$ cat src/rtl/scs_ram.sv
module scs_ram #(
    parameter int W = 8,
    parameter int D = 16
) (
    input  logic                 i_clk,
    input  logic                 i_we,
    input  logic [$clog2(D)-1:0] i_waddr,
    input  logic [W-1:0]         i_wdata,
    input  logic                 i_re,
    input  logic [$clog2(D)-1:0] i_raddr,
    output logic [W-1:0]         o_rdata
);

    logic [W-1:0] r_mem [D];
    logic [W-1:0] r_rdata;

    always_ff @(posedge i_clk) begin
        if (i_we) begin
            r_mem[i_waddr] <= i_wdata;
        end
        if (i_re) begin
            r_rdata <= r_mem[i_raddr];
        end
    end

    assign o_rdata = r_rdata;

endmodule

$ cat config.mk
export PLATFORM = sky130hd
export DESIGN_NAME = scs_ram
export DESIGN_NICKNAME = d
export VERILOG_FILES = /design/src/rtl/scs_ram.sv
export SDC_FILE = /design/constraint.sdc
export NUM_CORES = 1
export LEC_CHECK = 0
export BUFFER_PORTS_ARGS = -buffer_cell sky130_fd_sc_hd__buf_2
export CORE_MARGIN = 8
export CORE_UTILIZATION = 60
export CTS_BUF_LIST = sky130_fd_sc_hd__clkbuf_16
export CTS_CLUSTER_SIZE = 10
export DETAILED_ROUTE_END_ITERATION = 7
export GPL_ROUTABILITY_DRIVEN = 0
export PLACE_DENSITY = 0.75
export SETUP_SLACK_MARGIN = 0.5
export SLEW_MARGIN = 20
export SYNTH_ARGS = -nofsm -noshare
export SYNTH_HDL_FRONTEND = slang
export SYNTH_SLANG_ARGS = --single-unit
$ cat constraint.sdc
create_clock -name i_clk -period 2.03 [get_ports i_clk]
set_input_delay 0.203 -clock i_clk [delete_from_list [all_inputs] [get_ports i_clk]]
set_output_delay 0.203 -clock i_clk [all_outputs]
set_load 0.01 [all_outputs]
== Word-level counts from Yosys, hierarchy flattened ==
Memory sizes are Yosys's and may differ from the RTL's. A register that Yosys moved wholly into a read port is not among the register bits.
Index checks and enable logic that the tools add are counted.
Word-level totals
  register bits after elaboration: 0
  RAM bits: 128
  bits of input ports: 19
  output and inout port bits: 8
  memories: 1
Memories
  r_mem: words 16, width 8, rd ports 1, clocked after Yosys merged registers in 1, write ports 1, RTL line 14  | logic [W-1:0] r_mem [D];
Cells by class
  multiplexer cells: 2
Operator list (count)
  1-bit 2-to-1 mux: 2

== Longest topological paths before layout ==
Gate-level depths: netlist of run 1.
  word-level depth: 2
  mapped depth: 5

== Worst setup path before layout of run 1 ==
Ideal clock, no wire load.
  path type: input to register
  start point: input port i_waddr[2]
  end point: memory r_mem[0][0] (enable)
  setup time: 383 ps
  arrival: 1313 ps
  data required time: 1647 ps
  path slack: 334 ps
  stages: 2
  buffers on the path: 0
  cell sequence: or3b_2 nor3_1
RTL lines
  start: declaration: RTL line 7  | input logic [$clog2(D)-1:0] i_waddr,
  end: declaration: RTL line 14
No word-level cell before the write port.

==> impl_metrics.json, run 1 <==
{
  "die_w_um": 109.3,
  "p_per_area_mw_per_mm2": 1042,
  "drt-total-wl_um": 10120,
  "ant_nets": 0,
  "pwr-share-clk_pct": 46.0,
  "synth_cell_types": 18,
  "yosysTopAreaCell": "edfxtp_1",
  "antenna_found_initial": 0,
  "crit_type": "flip-flop to flip-flop",
  "async_flop_share_pct": 0,
  "postLayoutCellArea_mm2": 0.006190,
  "ctsRootBufferMaster": "clkbuf_16",
  "vdd_drop_max_v": 0.0009478,
  "yosys-top-cells-area": "edfxtp_1 78%, mux4_2 7.8%, mux4_1 7.0%",
  "synth_flop_cell": "edfxtp_1",
  "portBuffers": 26,
  "grt_pass1_vias": 2592,
  "postSynthCellCount": 229,
  "core_mm2": 0.008593,
  "path_clk_slew_ns": 0.05,
  "fin_skew_ns": 0.006351,
  "routedWlPerCell_um": 25.10,
  "ys_warn_count": 0,
  "internal_power_uw": 5201,
  "required_ns": 2.18,
  "cp_top_family": "multiplexers",
  "synth_edf_count": 136,
  "ys_seq_elements": 136,
  "boundaryPins": 27,
  "comb_power_share_pct": 4.6,
  "outcome": "complete, no violations",
  "crit_buf_inv": 0,
  "yosysMostFrequentCell": "edfxtp_1",
  "fill_cells": 504,
  "dr.pass1.iters": 5,
  "post-route-min-period_ns": 1.476,
  "tightest_slew_ns": 0.6609,
  "path_cells": "mux4_2, a22oi_2, nand2_1",
  "pre_cts_ws_ns": 0.2280,
  "grt_max_degree": 33,
  "max_freq_mhz": 677.6,
  "grt_pass1_wl_um": 15160,
  "tns_ns": 0,
  "finalHoldViolations": 0,
  "leakage_uw": 0.002110,
  "drc": 0,
  "syn-num-nets": 248,
  "slew_headroom_pct": 55.78,
  "dieArea_mm2": 0.01196,
  "ys_top_cells_by_count": "136 x edfxtp_1, 18 x mux4_2, 16 x a22oi_1",
  "die_h_um": 109.3,
  "first_iter_violations": 213,
  "clock_sinks": 136,
  "drive_above_1_share_pct": 34.24,
  "synth_top_area_share_pct": 78.12,
  "netlist_area_mm2": 0.005228,
  "critPathMaxStageDelay_ns": 0.50,
  "nNetsFinal": 303,
  "hold_class": "primary input to flip-flop",
  "slew_viol_final": 0,
  "synth-seq-area-share_pct": 78.12,
  "dp_hpwl_um": 6170,
  "cts_buffers": 17,
  "slowest_stage": "mux4_2",
  "rsz0062_at_grt": "no",
  "hold_slack_ns": 0.1727,
  "syn2layout_area_growth_pct": 18.41,
  "critPathMaxFanout": 1,
  "sw_frac_of_total_pct": 19.38,
  "power_switching_uw": 1250,
  "row_count": 34,
  "critPathArrivalTime_ns": 1.63,
  "dpl_cell_area_mm2": 0.005587,
  "dr_total_vias": 2542,
  "tritoncts": "yes",
  "n_antenna_cell": 0,
  "initial_core_util_pct": 60.83,
  "via_per_inst": 6.308,
  "syn_avg_cell_area_um2": 22.83,
  "grt_usage_pct": 18.54,
  "crit_path_end_kind": "flip-flop",
  "worstSkewPairLatency_ns": 0.41,
  "critPathLaunchType": "flip-flop",
  "worst_slack_ns": 0.5541,
  "cap_violations": 0,
  "setup_viol": 0,
  "seqPwrFrac_pct": 49.4,
  "grt_overflow": 0,
  "fin_crit_sh_pct": 72.70,
  "htree_levels": 4,
  "cts_buffer_depth": 2
}
path summary, 6_finish.rpt:
kind / startpoint / endpoint / slack, ns / cells after the start
worst min register to register: r_mem[4][2] / o_rdata[2] / 0.75 / 3
worst min-delay path: i_wdata[0] / r_mem[8][0] / 0.17 / 1
worst max-delay path: r_mem[0][5] / o_rdata[5] / 0.55 / 3
worst max register to register: r_mem[0][5] / o_rdata[5] / 0.55 / 3
final cells by class:
cell class,count,area [um2],area share [%]
multi-input cells,83,1084,17.51
repair buffers,46,305.3,4.932
flip-flops and latches,136,4084,65.98
clock inverters,13,156.4,2.527
well taps,108,135.1,2.183
clock buffers,17,425.4,6.873
timing repair:
item | 4_1_cts | 5_1_grt
buffers inserted | 0 | 0
gates resized for setup | 2 | 4
hold buffers | 0 | 0
endpoints found under the setup margin | 2 | 4
gates cloned | 0 | 0
power groups by stage:
stage                     Sequential (uW)  Clock [uW]  Combinational (uW)
after global routing                 3190        3130                 323
after detailed placement             3240           0                 290
final                                3190        2970                 299
after global placement               3240           0                 281
after CTS                            3190        3020                 298
after floorplan                      3240           0                 160
cell usage in the layout, fill, tap and decap left out:
cell        Yosys  layout
clkinv_4        0       3
nand2_1         9       9
bufinv_16       0       3
nor3_2          0       1
edfxtp_1      136     136
nor2_1         13      13
buf_4           1      18
buf_2           3      26
clkbuf_16       0      17
and2_1          1       1
clkinv_2        0       4
or3b_2          1       1
clkinv_1        0       1
nor2b_1         1       1
nand3b_1        2       2
mux4_2         18      19
a22oi_1        16      11
nand2b_1        2       2
nand3_1         1       1
buf_12          0       2
a22oi_2         0       5
nor3_1          4       3
inv_6           0       1
clkinvlp_4      0       1
mux4_1         14      13
and2b_1         1       1
per-stage QoR:
stage / utilization [%] / cells / power [uW]
3_5_place_dp: 65.01 / 373 / 3532
5_1_grt: 72.03 / 403 / 6644
2_1_floorplan: - / 229 / 3401
6_report: 72.03 / 403 / 6451
3_3_place_gp: 65.01 / 373 / 3521
4_1_cts: 71.90 / 403 / 6500
state kept, by name, summed over array words and instances (netlist names):
name,cells
r_mem,128
o_rdata,8
worst register-to-register path, stage by stage, from the launching register on:
cell	delay, ns
edfxtp_1	0.39
mux4_2	0.50
a22oi_2	0.24
nand2_1	0.10
metal layers:
layer	wire, um	up-vias	track usage [%]
met4	113	0	7.040
met1	4045	1301	23.98
li1	-	1093	-
met2	5134	134	28.94
met3	823	14	6.038
met5	0	-	0
logic make-up (layout without fill, tap and decap cells):
group | Yosys count | in the layout | synth area share, %
mux | 32 | 32 | 14.79
simple gates | 35 | 35 | 3.136
flops | 136 | 136 | 78.12
compound gates | 16 | 16 | 2.298
buf+inv | 10 | 76 | 1.651
(Power assumes the default switching activity.)
==> run 2, diff against run 1 <==
Clock period 2.03 ns to 1.45 ns, I/O delays scaled along.
==> run 2 against run 1 <==
Against the previous run: non-clock buffer count up 3; largest cell class unchanged; sequential power is 40% higher; fmax up 1.9%.
==> impl_metrics.json, run 2 (synthesis results as in run 1) <==
{
  "worst_slack_ns": 0.002138,
  "critPathArrivalTime_ns": 1.60,
  "portBuffers": 26,
  "grt_pass1_vias": 2668,
  "grt_overflow": 0,
  "pre_cts_ws_ns": -0.2577,
  "via_per_inst": 6.199,
  "worstSkewPairLatency_ns": 0.41,
  "p_per_area_mw_per_mm2": 1437,
  "required_ns": 1.60,
  "leakage_uw": 0.002122,
  "hold_class": "primary input to flip-flop",
  "min-delay-start": "i_wdata[1]",
  "vdd_drop_max_v": 0.001143,
  "cts_buffer_depth": 2,
  "dieArea_mm2": 0.01196,
  "ant_nets": 0,
  "clock_sinks": 136,
  "syn2layout_area_growth_pct": 23.98,
  "htree_levels": 4,
  "antenna_found_initial": 0,
  "crit_type": "flip-flop to flip-flop",
  "n_antenna_cell": 0,
  "drive_above_1_share_pct": 46.33,
  "die_w_um": 109.3,
  "fin_skew_ns": 0.008212,
  "post-route-min-period_ns": 1.448,
  "crit_path_start": "r_mem[11][0]",
  "nNetsFinal": 306,
  "crit_buf_inv": 0,
  "path_clk_slew_ns": 0.06,
  "tritoncts": "yes",
  "fill_cells": 472,
  "dr_total_vias": 2529,
  "critPathLaunchType": "flip-flop",
  "tightest_slew_ns": 0.9190,
  "setup_viol": 0,
  "first_iter_violations": 211,
  "drc": 0,
  "dr.pass1.iters": 4,
  "cp_top_family": "multiplexers",
  "final_common_cell": "edfxtp_1",
  "crit_path_end_kind": "flip-flop",
  "seqCellArea_mm2": 0.004084,
  "finalHoldViolations": 0,
  "rsz0062_at_grt": "yes",
  "dp_cells": 372,
  "slowest_stage": "mux4_2",
  "path_cells": "mux4_2, a22oi_1, nand2_1",
  "row_count": 34,
  "final_cells": 408,
  "cap_violations": 0,
  "cts_buffers": 17,
  "largest_reg_flops": 128,
  "grt_pass1_wl_um": 15750,
  "critPathMaxStageDelay_ns": 0.49,
  "regMostFlops": "r_mem",
  "grt_usage_pct": 19.12,
  "total_power_uw": 9315,
  "routedWlPerCell_um": 26.01,
  "grt_max_degree": 19,
  "slew_headroom_pct": 38.51,
  "dp_hpwl_um": 6494,
  "max_freq_mhz": 690.7,
  "multi_input_area_mm2": 0.001201,
  "rr_startpoint": "r_mem[11][0]",
  "hold_slack_ns": 0.1136,
  "outcome": "complete, no violations",
  "slew_viol_final": 0,
  "tns_ns": 0,
  "die_h_um": 109.3,
  "critPathMaxFanout": 1,
  "boundaryPins": 27,
  "fin_crit_sh_pct": 99.85,
  "drt-total-wl_um": 10610,
  "layout_common_cells": "136 x edfxtp_1, 31 x mux4_2, 19 x buf_2, 17 x clkbuf_16, 14 x buf_4",
  "initial_core_util_pct": 60.83,
  "core_mm2": 0.008593,
  "cts_hold_buffers": 0,
  "ctsRootBufferMaster": "clkbuf_16"
}
## run 2: cell types whose count changed in the layout (fill, tap and decap cells not counted), moves of 7 or more
cell	change
nor2_4	+12
buf_12	+7
buf_6	+7
buf_2	-7
nor2_1	-12
mux4_1	-12
mux4_2	+12
## run 2: final timing paths
check | depth (start not counted) | to | slack (ns)
setup / recovery | 3 | o_rdata[0] | 0.002
hold / removal | 1 | r_mem[13][1] | 0.11
setup reg to reg | 3 | o_rdata[0] | 0.002
hold reg to reg | 3 | o_rdata[7] | 0.75
## run 2: final cells by class
cell class | count | area share, %
clock buffer | 17 | 6.564
sequential | 136 | 63.01
multi-input combinational | 83 | 18.53
clock inverter | 15 | 2.722
tap | 108 | 2.085
timing repair buffer | 49 | 7.085
## run 2: repair_timing
item	4_1_cts	5_1_grt
endpoints found under the setup margin	24	58
buffers inserted	0	4
gates resized for setup	9	11
endpoints found under the hold margin	0	0
pin swaps	4	7
cloned	0	0
## run 2: layer usage
metal / vias to the layer above / GRT usage, % / share of wire [%]
li1: 1092 / - / -
met1: 1322 / 25.49 / 43
met2: 101 / 29.54 / 50
met3: 14 / 5.158 / 5.6
met4: 0 / 7.715 / 1.0
met5: - / 0 / 0
## run 2: stage by stage
stage | util, % | instance area (um2)
after detailed placement | 66.45 | 5710
final | 75.42 | 6481
after global placement | 66.45 | 5710
after global routing | 75.42 | 6481
after floorplan | - | 5360
after CTS | 73.95 | 6355
## run 2: power breakdown
group	switching [uW]	internal, uW
Combinational	283	234
Sequential	29.5	4430
Clock	1630	2710
